<file path="config.mk">
export PLATFORM = sky130hd
export DESIGN_NAME = pid_filtered_derivative_antiwindup_top
export DESIGN_NICKNAME = d
export VERILOG_FILES = /design/src/design/pidfd_pkg.sv /design/src/design/pidfd_datapath.sv /design/src/design/pidfd_ctrl.sv /design/src/design/pid_filtered_derivative_antiwindup_top.sv
export VERILOG_INCLUDE_DIRS = /design/src /design/src/design
export SDC_FILE = /design/constraint.sdc
export NUM_CORES = 2
export LEC_CHECK = 0
export CAP_MARGIN = 40
export CORE_MARGIN = 4
export CORE_UTILIZATION = 45
export DETAILED_ROUTE_END_ITERATION = 10
export DONT_BUFFER_PORTS = 1
export PLACE_DENSITY_LB_ADDON = 0.12
export SLEW_MARGIN = 10
export SYNTH_ARGS = -nofsm -noshare
export SYNTH_HDL_FRONTEND = slang
export SYNTH_SLANG_ARGS = --single-unit
</file>
<file path="constraint.sdc">
create_clock -name clk -period 14.5 [get_ports clk]
set_clock_uncertainty 0.15 [all_clocks]
set_input_delay 0 -clock clk [delete_from_list [all_inputs] [get_ports clk]]
set_output_delay 0 -clock clk [all_outputs]
set_load 0.005 [all_outputs]
</file>
<file path="src/design/pid_filtered_derivative_antiwindup_top_assert.svh">
// ----------------------------------------------------------------------------
// PID controller assertion macros
// Concurrent checks sampled on clk and switched off while rst is high.
// ----------------------------------------------------------------------------
`ifndef PID_FILTERED_DERIVATIVE_ANTIWINDUP_TOP_ASSERT_SVH
`define PID_FILTERED_DERIVATIVE_ANTIWINDUP_TOP_ASSERT_SVH

// consequent holds in the same cycle as the antecedent
`define PIDFD_ASSERT_NOW(lbl, ante, cons, msg) \
  lbl: assert property (@(posedge clk) disable iff (rst) (ante) |-> (cons)) \
    else $error(msg);

// consequent holds in the cycle after the antecedent
`define PIDFD_ASSERT_NEXT(lbl, ante, cons, msg) \
  lbl: assert property (@(posedge clk) disable iff (rst) (ante) |=> (cons)) \
    else $error(msg);

`endif

</file>
<file path="src/design/pidfd_pkg.sv">
// ----------------------------------------------------------------------------
// PID controller package
// Widths, register indexes, reset defaults, clamp states, multiplier operation codes and word types.
// ----------------------------------------------------------------------------
package pidfd_pkg;

  localparam int ACC_WIDTH = 32;
  localparam int GAIN_W    = 16;
  localparam int ANG_W     = 16;
  localparam int LIM_W     = 8;
  localparam int DRV_W     = 9;
  localparam int CS_W      = 2;
  localparam int IDX_W     = 3;

  localparam int OPA_W  = GAIN_W + 1;
  localparam int OPB_W  = (ACC_WIDTH > 34) ? ACC_WIDTH : 34;
  localparam int PROD_W = OPA_W + OPB_W;
  localparam int SUM_W  = (ACC_WIDTH + 2 > 38) ? ACC_WIDTH + 2 : 38;

  localparam logic [CS_W-1:0] CS_NONE = 2'd0;
  localparam logic [CS_W-1:0] CS_HIGH = 2'd1;
  localparam logic [CS_W-1:0] CS_LOW  = 2'd2;

  localparam logic [IDX_W-1:0] REG_GAIN_PROP     = 3'd0;
  localparam logic [IDX_W-1:0] REG_GAIN_INT_STEP = 3'd1;
  localparam logic [IDX_W-1:0] REG_DERIV_DECAY   = 3'd2;
  localparam logic [IDX_W-1:0] REG_DERIV_GAIN    = 3'd3;
  localparam logic [IDX_W-1:0] REG_WEIGHT_PROP   = 3'd4;
  localparam logic [IDX_W-1:0] REG_WEIGHT_DERIV  = 3'd5;
  localparam logic [IDX_W-1:0] REG_DRIVE_LIMIT   = 3'd6;

  localparam logic signed [GAIN_W-1:0] RST_GAIN_PROP     = 16'sd1280;
  localparam logic signed [GAIN_W-1:0] RST_GAIN_INT_STEP = 16'sd3277;
  localparam logic signed [GAIN_W-1:0] RST_DERIV_DECAY   = 16'sd32440;
  localparam logic signed [GAIN_W-1:0] RST_DERIV_GAIN    = -16'sd128;
  localparam logic signed [GAIN_W-1:0] RST_WEIGHT_PROP   = 16'sd256;
  localparam logic signed [GAIN_W-1:0] RST_WEIGHT_DERIV  = 16'sd256;
  localparam logic [LIM_W-1:0]         RST_DRIVE_LIMIT   = 8'd245;

  localparam logic [2:0] MUL_NONE  = 3'd0;
  localparam logic [2:0] MUL_INT   = 3'd1;
  localparam logic [2:0] MUL_WP    = 3'd2;
  localparam logic [2:0] MUL_WD    = 3'd3;
  localparam logic [2:0] MUL_KP    = 3'd4;
  localparam logic [2:0] MUL_KD    = 3'd5;
  localparam logic [2:0] MUL_DECAY = 3'd6;

  typedef struct packed {
    logic signed [ANG_W-1:0] setpoint;
    logic signed [ANG_W-1:0] setpoint_prev;
    logic signed [ANG_W-1:0] angle_now;
    logic signed [ANG_W-1:0] angle_prev;
  } in_word_t;

  typedef struct packed {
    logic signed [DRV_W-1:0] drive;
    logic [CS_W-1:0]         clamp_state;
  } out_word_t;

  typedef struct packed {
    logic       capture;
    logic [2:0] mul_op;
    logic       ld_ipart;
    logic       ld_opnd_p;
    logic       ld_opnd_d;
    logic       ld_p;
    logic       ld_d;
    logic       merge;
    logic       finish;
  } cmd_t;

endpackage

</file>
<file path="src/design/pidfd_datapath.sv">
// ----------------------------------------------------------------------------
// PID controller datapath
// Configuration registers, one shared multiplier, term accumulators,
// clamping and the controller state (integral, derivative, saturation).
// ----------------------------------------------------------------------------
module pidfd_datapath (
  input  logic                       clk,
  input  logic                       rst,
  input  logic                       cfg_we,
  input  logic [pidfd_pkg::IDX_W-1:0] cfg_index,
  input  logic [15:0]                cfg_data,
  input  pidfd_pkg::in_word_t        in_data,
  input  pidfd_pkg::cmd_t            cmd,
  output pidfd_pkg::out_word_t       out_data
);
  import pidfd_pkg::*;

  localparam logic signed [PROD_W-1:0] HALF11 = PROD_W'(1024);
  localparam logic signed [PROD_W-1:0] HALF12 = PROD_W'(2048);
  localparam logic signed [PROD_W-1:0] HALF15 = PROD_W'(16384);
  localparam logic signed [SUM_W-1:0]  HALF8  = SUM_W'(128);

  localparam logic signed [ACC_WIDTH:0] I_HI =
    {2'b00, {(ACC_WIDTH-1){1'b1}}};
  localparam logic signed [ACC_WIDTH:0] I_LO =
    {2'b11, {(ACC_WIDTH-1){1'b0}}};
  localparam logic signed [SUM_W-1:0] D_HI =
    {{(SUM_W-ACC_WIDTH+1){1'b0}}, {(ACC_WIDTH-1){1'b1}}};
  localparam logic signed [SUM_W-1:0] D_LO =
    {{(SUM_W-ACC_WIDTH+1){1'b1}}, {(ACC_WIDTH-1){1'b0}}};

  logic signed [GAIN_W-1:0] gain_prop, gain_int_step, deriv_decay, deriv_gain;
  logic signed [GAIN_W-1:0] weight_prop, weight_deriv;
  logic [LIM_W-1:0]         drive_limit;

  logic signed [ACC_WIDTH-1:0] integral_acc, deriv_acc;
  logic [CS_W-1:0]             sat_dir;

  in_word_t                  in_reg;
  logic signed [ANG_W:0]     e_int, sp_diff, ang_diff;
  logic signed [OPA_W-1:0]   op_a;
  logic signed [OPB_W-1:0]   op_b;
  logic signed [PROD_W-1:0]  prod;
  logic signed [OPB_W-1:0]   opnd;
  logic signed [PROD_W-1:0]  rnd11, rnd12, rnd15;

  logic signed [ACC_WIDTH-1:0] di, ipart, ipart_next, int_sat;
  logic signed [ACC_WIDTH:0]   int_sum;
  logic                        hold;

  logic signed [SUM_W-1:0] psum, dsum, d_raw, d_sat;
  logic signed [SUM_W-1:0] total, lim_s, neg_lim, rounded;
  logic signed [DRV_W-1:0] drive_next;
  logic [CS_W-1:0]         cs_next;

  always_ff @(posedge clk) begin
    if (rst) begin
      gain_prop     <= RST_GAIN_PROP;
      gain_int_step <= RST_GAIN_INT_STEP;
      deriv_decay   <= RST_DERIV_DECAY;
      deriv_gain    <= RST_DERIV_GAIN;
      weight_prop   <= RST_WEIGHT_PROP;
      weight_deriv  <= RST_WEIGHT_DERIV;
      drive_limit   <= RST_DRIVE_LIMIT;
    end else if (cfg_we) begin
      unique case (cfg_index)
        REG_GAIN_PROP:     gain_prop     <= cfg_data;
        REG_GAIN_INT_STEP: gain_int_step <= cfg_data;
        REG_DERIV_DECAY:   deriv_decay   <= cfg_data;
        REG_DERIV_GAIN:    deriv_gain    <= cfg_data;
        REG_WEIGHT_PROP:   weight_prop   <= cfg_data;
        REG_WEIGHT_DERIV:  weight_deriv  <= cfg_data;
        REG_DRIVE_LIMIT:   drive_limit   <= cfg_data[LIM_W-1:0];
        default: ;
      endcase
    end
  end

  assign e_int    = (ANG_W+1)'(in_reg.setpoint_prev) - (ANG_W+1)'(in_reg.angle_prev);
  assign sp_diff  = (ANG_W+1)'(in_reg.setpoint) - (ANG_W+1)'(in_reg.setpoint_prev);
  assign ang_diff = (ANG_W+1)'(in_reg.angle_now) - (ANG_W+1)'(in_reg.angle_prev);

  always_comb begin
    op_a = '0;
    op_b = '0;
    unique case (cmd.mul_op)
      MUL_INT: begin
        op_a = OPA_W'(gain_int_step);
        op_b = OPB_W'(e_int);
      end
      MUL_WP: begin
        op_a = OPA_W'(weight_prop);
        op_b = OPB_W'(in_reg.setpoint);
      end
      MUL_WD: begin
        op_a = OPA_W'(weight_deriv);
        op_b = OPB_W'(sp_diff);
      end
      MUL_KP: begin
        op_a = OPA_W'(gain_prop);
        op_b = opnd;
      end
      MUL_KD: begin
        op_a = OPA_W'(deriv_gain);
        op_b = opnd;
      end
      MUL_DECAY: begin
        op_a = OPA_W'(deriv_decay);
        op_b = OPB_W'(deriv_acc);
      end
      default: ;
    endcase
  end

  assign rnd11 = (prod + HALF11) >>> 11;
  assign rnd12 = (prod + HALF12) >>> 12;
  assign rnd15 = (prod + HALF15) >>> 15;

  // integral increment with anti-windup hold
  assign di      = ACC_WIDTH'(rnd11);
  assign int_sum = (ACC_WIDTH+1)'(integral_acc) + (ACC_WIDTH+1)'(di);
  assign hold    = ((sat_dir == CS_HIGH) && !di[ACC_WIDTH-1] && (di != '0)) ||
                   ((sat_dir == CS_LOW) && di[ACC_WIDTH-1]);

  always_comb begin
    if (int_sum > I_HI) begin
      int_sat = I_HI[ACC_WIDTH-1:0];
    end else if (int_sum < I_LO) begin
      int_sat = I_LO[ACC_WIDTH-1:0];
    end else begin
      int_sat = int_sum[ACC_WIDTH-1:0];
    end
    ipart_next = hold ? integral_acc : int_sat;
  end

  assign d_raw = dsum + SUM_W'(rnd15);

  always_comb begin
    if (d_raw > D_HI) begin
      d_sat = D_HI;
    end else if (d_raw < D_LO) begin
      d_sat = D_LO;
    end else begin
      d_sat = d_raw;
    end
  end

  // clamp to the drive limit
  assign total   = psum + dsum;
  assign lim_s   = {{(SUM_W-LIM_W-8){1'b0}}, drive_limit, 8'b0};
  assign neg_lim = -lim_s;
  assign rounded = (total + HALF8) >>> 8;

  always_comb begin
    if (total > lim_s) begin
      drive_next = {1'b0, drive_limit};
      cs_next    = CS_HIGH;
    end else if (total < neg_lim) begin
      drive_next = -{1'b0, drive_limit};
      cs_next    = CS_LOW;
    end else begin
      drive_next = rounded[DRV_W-1:0];
      cs_next    = CS_NONE;
    end
  end

  always_ff @(posedge clk) begin
    if (cmd.capture) begin
      in_reg <= in_data;
    end
    prod <= PROD_W'(op_a * op_b);
    if (cmd.ld_ipart) begin
      ipart <= ipart_next;
    end
    if (cmd.ld_opnd_p) begin
      opnd <= OPB_W'(prod) - (OPB_W'(in_reg.angle_now) <<< 8);
    end
    if (cmd.ld_opnd_d) begin
      opnd <= OPB_W'(prod) - (OPB_W'(ang_diff) <<< 8);
    end
    if (cmd.ld_p) begin
      psum <= SUM_W'(rnd12);
    end
    if (cmd.ld_d) begin
      dsum <= SUM_W'(rnd12);
    end
    if (cmd.merge) begin
      dsum <= d_sat;
      psum <= psum + SUM_W'(ipart);
    end
    if (cmd.finish) begin
      out_data.drive       <= drive_next;
      out_data.clamp_state <= cs_next;
    end
  end

  always_ff @(posedge clk) begin
    if (rst) begin
      integral_acc <= '0;
      deriv_acc    <= '0;
      sat_dir      <= CS_NONE;
    end else if (cmd.finish) begin
      deriv_acc <= dsum[ACC_WIDTH-1:0];
      sat_dir   <= cs_next;
      if (cs_next == CS_NONE) begin
        integral_acc <= ipart;
      end
    end
  end

endmodule

</file>
<file path="src/design/pidfd_ctrl.sv">
// ----------------------------------------------------------------------------
// PID controller sequencer
// Steps the datapath through its multiplications and owns the handshakes.
// ----------------------------------------------------------------------------
`include "pid_filtered_derivative_antiwindup_top_assert.svh"

module pidfd_ctrl (
  input  logic            clk,
  input  logic            rst,
  input  logic            in_valid,
  output logic            in_stall,
  output logic            out_valid,
  input  logic            out_stall,
  output pidfd_pkg::cmd_t cmd
);
  import pidfd_pkg::*;

  localparam logic [3:0] ST_IDLE  = 4'd0;
  localparam logic [3:0] ST_INT   = 4'd1;
  localparam logic [3:0] ST_WP    = 4'd2;
  localparam logic [3:0] ST_PDIFF = 4'd3;
  localparam logic [3:0] ST_PMUL  = 4'd4;
  localparam logic [3:0] ST_DMUL  = 4'd5;
  localparam logic [3:0] ST_DECAY = 4'd6;
  localparam logic [3:0] ST_MERGE = 4'd7;
  localparam logic [3:0] ST_DONE  = 4'd8;

  logic [3:0] state, state_next;

  assign in_stall = (state != ST_IDLE);

  always_comb begin
    state_next = state;
    cmd        = '0;
    cmd.mul_op = MUL_NONE;
    unique case (state)
      ST_IDLE: begin
        if (in_valid) begin
          cmd.capture = 1'b1;
          state_next  = ST_INT;
        end
      end
      ST_INT: begin
        cmd.mul_op = MUL_INT;
        state_next = ST_WP;
      end
      ST_WP: begin
        cmd.ld_ipart = 1'b1;
        cmd.mul_op   = MUL_WP;
        state_next   = ST_PDIFF;
      end
      ST_PDIFF: begin
        cmd.ld_opnd_p = 1'b1;
        cmd.mul_op    = MUL_WD;
        state_next    = ST_PMUL;
      end
      ST_PMUL: begin
        cmd.ld_opnd_d = 1'b1;
        cmd.mul_op    = MUL_KP;
        state_next    = ST_DMUL;
      end
      ST_DMUL: begin
        cmd.ld_p   = 1'b1;
        cmd.mul_op = MUL_KD;
        state_next = ST_DECAY;
      end
      ST_DECAY: begin
        cmd.ld_d   = 1'b1;
        cmd.mul_op = MUL_DECAY;
        state_next = ST_MERGE;
      end
      ST_MERGE: begin
        cmd.merge  = 1'b1;
        state_next = ST_DONE;
      end
      ST_DONE: begin
        if (!out_valid || !out_stall) begin
          cmd.finish = 1'b1;
          state_next = ST_IDLE;
        end
      end
      default: state_next = ST_IDLE;
    endcase
  end

  always_ff @(posedge clk) begin
    if (rst) begin
      state     <= ST_IDLE;
      out_valid <= 1'b0;
    end else begin
      state <= state_next;
      if (cmd.finish) begin
        out_valid <= 1'b1;
      end else if (!out_stall) begin
        out_valid <= 1'b0;
      end
    end
  end

  `PIDFD_ASSERT_NEXT(a_accept_starts, in_valid && !in_stall, state == ST_INT, "accept did not start")
  `PIDFD_ASSERT_NOW(a_finish_free, cmd.finish, !out_valid || !out_stall, "result overwritten")
  `PIDFD_ASSERT_NEXT(a_finish_shows, cmd.finish, out_valid && state == ST_IDLE, "result not shown")
  `PIDFD_ASSERT_NOW(a_one_load, 1'b1, $onehot0({cmd.ld_ipart, cmd.ld_opnd_p, cmd.ld_opnd_d, cmd.ld_p, cmd.ld_d, cmd.merge, cmd.finish}), "load clash")

endmodule

</file>
<file path="src/design/pid_filtered_derivative_antiwindup_top.sv">
// ----------------------------------------------------------------------------
// PID controller with filtered derivative and clamping anti-windup
// Input word: setpoint, previous setpoint, angle, previous angle (Q12.4).
// Output word: clamped drive and clamp state.
// Usage:
//   Words enter on in_valid / in_stall and leave on out_valid / out_stall;
//   a word moves on an edge with valid high and stall low.
//   Gains and the limit are written through cfg_we / cfg_index / cfg_data
//   while no word is in flight; writes to unused indexes are dropped.
//   An accepted word steps through the six products, which share one
//   multiplier in turn, then through the merge and clamp steps; no new word
//   is accepted until the clamp step of the last one has finished.
//   A finished word waits in the output register while the next word is
//   accepted and processed; if it is still stalled when the next result is
//   ready, the sequencer holds in its last step until it is taken.
//   Reset returns every gain and the limit to its default, clears the
//   integral and derivative state and the saturation flag, and empties
//   the output register.
// ----------------------------------------------------------------------------
module pid_filtered_derivative_antiwindup_top (
  input  logic                        clk,
  input  logic                        rst,
  input  logic                        cfg_we,
  input  logic [pidfd_pkg::IDX_W-1:0] cfg_index,
  input  logic [15:0]                 cfg_data,
  input  logic                        in_valid,
  output logic                        in_stall,
  input  pidfd_pkg::in_word_t         in_data,
  output logic                        out_valid,
  input  logic                        out_stall,
  output pidfd_pkg::out_word_t        out_data
);
  import pidfd_pkg::*;

  cmd_t cmd;

  pidfd_ctrl u_ctrl (
    .clk       (clk),
    .rst       (rst),
    .in_valid  (in_valid),
    .in_stall  (in_stall),
    .out_valid (out_valid),
    .out_stall (out_stall),
    .cmd       (cmd)
  );

  pidfd_datapath u_datapath (
    .clk       (clk),
    .rst       (rst),
    .cfg_we    (cfg_we),
    .cfg_index (cfg_index),
    .cfg_data  (cfg_data),
    .in_data   (in_data),
    .cmd       (cmd),
    .out_data  (out_data)
  );

endmodule

</file>
==> metrics.md <==
| Metric | Value |
|---|---|
| Status | `finished clean` |
| Global-route wire length before repair | `between 200 and 250 mm` |
| CP endpoint kind | `flop` |
| RSZ-0062 raised after global routing | `false` |
| Reg area | `11000 µm²` |
| Flop2flop setup slack | `around 3700 ps` |
| Max Clk Rate | `between 90 and 100 MHz` |
| Leak | `between 20 and 25 nW` |
| Critical Path Start Type | `flop` |
| Maximum number of pins on one net before global-route repair | `around 110` |
| Antenna Violating Nets Remaining | `0` |
| Cell-internal power | `between 3 and 4 mW` |
| Most frequent CP cell | `fa_1` |
| Core area | `109000 µm²` |
| Tcrit/Tclk final | `between 70% and 80%` |
| Worst path required time | `14860 ps` |
| Register area share after synthesis | `between 20% and 30%` |
| Most frequent cells in the layout | `inv_1, nand2_1, nor2_1` |
| Switching part of the total | `between 40% and 50%` |
| Comb pwr share | `53.4%` |
| Max_slew headroom | `a little over a third` |
| Worst r2r path cells | `38` |
| Slew Viols, Final | `0` |
| Tot GR Track Use | `a little over a quarter` |
| Worst-skew pair later-pin latency | `640 ps` |
| P_sw | `a little under 3 mW` |
| Placed cells | `7054` |
| CTS tree | `built` |
| Final layout net count | `6827` |
| Initial Util | `a little under half` |
| Syn Std Cell Area | `roughly 50000 µm²` |
| Yosys Warn Count | `0` |
| Total length of routed wires | `between 150 and 200 mm` |
| Post-CTS Hold Buffers | `roughly 170` |
| Clock share of power | `a little over a fifth` |
| Cells after synthesis | `approximately 5800` |
| Multi-input logic area | `35200 µm²` |
| Vias per cell | `about 5.6` |
| Syn Nets | `a little under 7000` |
| Initial DRC Count | `~3000` |
| EDFF count, synth | `217` |
| Min-Delay Path Class | `input port to flop` |
| Grt total ovfl | `0` |
| Placer congestion estimate | `a little over 0.9` |
| Synth cell types | `93` |
| Clock Sinks | `approximately 440` |
| # DRC | `0` |
| FF-to-FF Start | `u_datapath.in_reg[33]$_DFFE_PP_` |
| Top FF cell, synth | `dfxtp_1` |
| Drt pass-1 iters | `8` |
| Final Hold Viols | `0` |
| Die area | `around 120000 µm²` |
| Hold endpoint | `u_datapath.deriv_gain[9]$_SDFFE_PP1P_` |
| Worst stage delay on the critical path | `about 730 ps` |
| WS Path Type | `flop to flop` |
| Minimum clock period | `~11000 ps` |
| Final number of setup-violating endpoints | `0` |
| Buffers on Ports | `0` |
| Sequential power share | `between 20% and 30%` |
| Synth Area per Inst | `about 8.6 µm²` |
| Vias in the first global route | `roughly 42000` |
| Postcts setup bufs | `0` |
| Arrival @ worst endpoint | `about 11000 ps` |
| Post-DP HPWL | `roughly 120 mm` |
| Layout area overhead | `10.3%` |
| R2r endpoint | `u_datapath.prod[49]$_DFF_P_` |
| PnR worst setup slack | `around 3700 ps` |
| HP Start | `cfg_index[0]` |
| Power, Total | `6.68 mW` |
| Sum Neg Setup Slack | `0 ps` |
| Vias | `41269` |
| Worst hold stages | `3` |
| Max clock buf depth | `3` |
| Max reg flops | `64` |
| Setup WS pre-CTS | `roughly 3300 ps` |
| Initial antenna violation count | `3` |
| Rows | `121` |
| Most common cell after layout, fill and taps aside | `inv_1` |
| Root Driver | `clkbuf_16` |
| Fin cells | `roughly 7300` |
| H-tree lvl count | `2` |
| Clock Pin Slew Worst Setup and Hold Paths | `roughly 60 ps` |
| Highest-delay cell along the critical path | `o41ai_1` |
| Crit Path Max Fanout | `17` |
| Maximum vdd drop | `between 0.09 and 0.1 mV` |
| Die Height | `~340 µm` |
| PwrDens | `approximately 120 nW/µm²` |
| I/O pin total | `about 100` |
| Die W | `between 300 and 400 µm` |
| Layout cell share with drive strength beyond 1 | `~4.2%` |
| # resized after CTS | `0` |
| Synth async-reset ratio | `0%` |
| Number of buffers created by CTS | `53` |
| Fillcell total | `around 10000` |
| Wire length per cell | `approximately 21 µm` |
| Yosys reg bits | `approximately 440` |
| Max-cap violations | `0` |
| Final core utilization | `between 50% and 60%` |
| Worst slew pin tran | `just under 1000 ps` |
Yosys cell counts (all sizes together) (11+ instances only):
master	number	area [µm²]
o21bai	23	173
a21oi	394	1980
and3	61	382
fa	560	11200
a2bb2oi	19	166
a21o	126	947
a211o	11	96.3
inv	728	2740
edfxtp	217	6520
a211oi	22	170
ha	379	4740
nor3b	15	113
o2111ai	13	114
or3	23	144
a221oi	29	254
o31ai	40	300
o211ai	24	180
nor2b	49	307
clkbuf	239	901
nor4	14	87.6
nand3	125	626
nand3b	18	135
or2	30	188
mux2i	40	400
dfxtp	226	4520
xor2	111	972
nor2	609	2290
nor3	79	395
o21a	49	368
xnor2	216	1890
and2	27	169
o21ai	169	846
a21boi	20	161
nand4	40	250
buf	20	110
nand2	716	2690
a222oi	28	280
a22oi	21	158
nand2b	68	425
a31oi	30	188
power by group through the flow:
stage                     clock network (mW)  registers [mW]  logic (mW)
after detailed placement                   0            1.73        3.49
final                                   1.40            1.71        3.57
after CTS                               1.43            1.70        3.55
after global routing                    1.48            1.72        4.00
after floorplan                            0            1.60        2.65
after global placement                     0            1.73        3.44
worst max-delay path by stage:
stage	start	end	slack, ps	cells past startpoint
3_5_place_dp	u_datapath.in_reg[33]$_DFFE_PP_	u_datapath.prod[49]$_DFF_P_	3290	37
2_1_floorplan	u_ctrl.state[1]$_SDFFE_PP0P_	u_datapath.prod[49]$_DFF_P_	4850	31
4_1_cts	u_datapath.in_reg[33]$_DFFE_PP_	u_datapath.prod[49]$_DFF_P_	3240	37
3_3_place_gp	u_datapath.in_reg[32]$_DFFE_PP_	u_datapath.prod[49]$_DFF_P_	3430	37
5_1_grt	u_datapath.in_reg[33]$_DFFE_PP_	u_datapath.prod[49]$_DFF_P_	2840	38
6_report	u_datapath.in_reg[33]$_DFFE_PP_	u_datapath.prod[49]$_DFF_P_	3650	38
critical path: cells and delay by family, from the launching register on:
kind	cells	cell delay (ps)
AO/OA/AOI/OAI	17	5170
flip-flops	1	440
buffers and inverters	6	520
XOR/XNOR	1	160
adder cells (fa/ha/maj)	8	3590
AND/OR/NAND/NOR	6	650
layout make-up:
class | count | share of cell area (%)
Clock inverter | 32 | 0.642
Antenna cell | 1 | 0.00455
Sequential cell | 443 | 20.1
Timing Repair Buffer | 239 | 4.15
Inverter | 731 | 5.00
Tap cell | 1476 | 3.36
Multi-Input combinational cell | 4332 | 64.1
Clock buffer | 67 | 2.62
per-stage QoR:
step,hold WS [ps],cell area [µm²]
global route,68.2,55000
detailed placement,-59.8,51500
finish,57.0,55000
global placement,-62.8,51300
floorplan,-51.1,49800
CTS,0.526,54900
logic make-up (layout without fill, tap and decap cells):
group | Yosys count | after routing | share of synthesized area (%)
XOR/XNOR | 327 | 327 | 5.75
adder cells (fa/ha/maj) | 939 | 939 | 32.0
other | 0 | 1 | 0
AO/OA/AOI/OAI | 1115 | 1115 | 14.6
buffers and inverters | 990 | 1069 | 7.54
flip-flops | 443 | 443 | 22.2
AND/OR/NAND/NOR | 1909 | 1909 | 17.1
multiplexers | 42 | 42 | 0.849
layer usage:
metal  track usage, %  share of wire (%)  vias to the layer above
met5                0                  0                        -
met4             7.59                3.0                        0
met3             4.21                6.6                      244
met2             43.4                 45                     1326
met1             37.4                 45                    20384
li1                 -                  -                    19315
No activity file was read; power rests on OpenSTA's default activity.
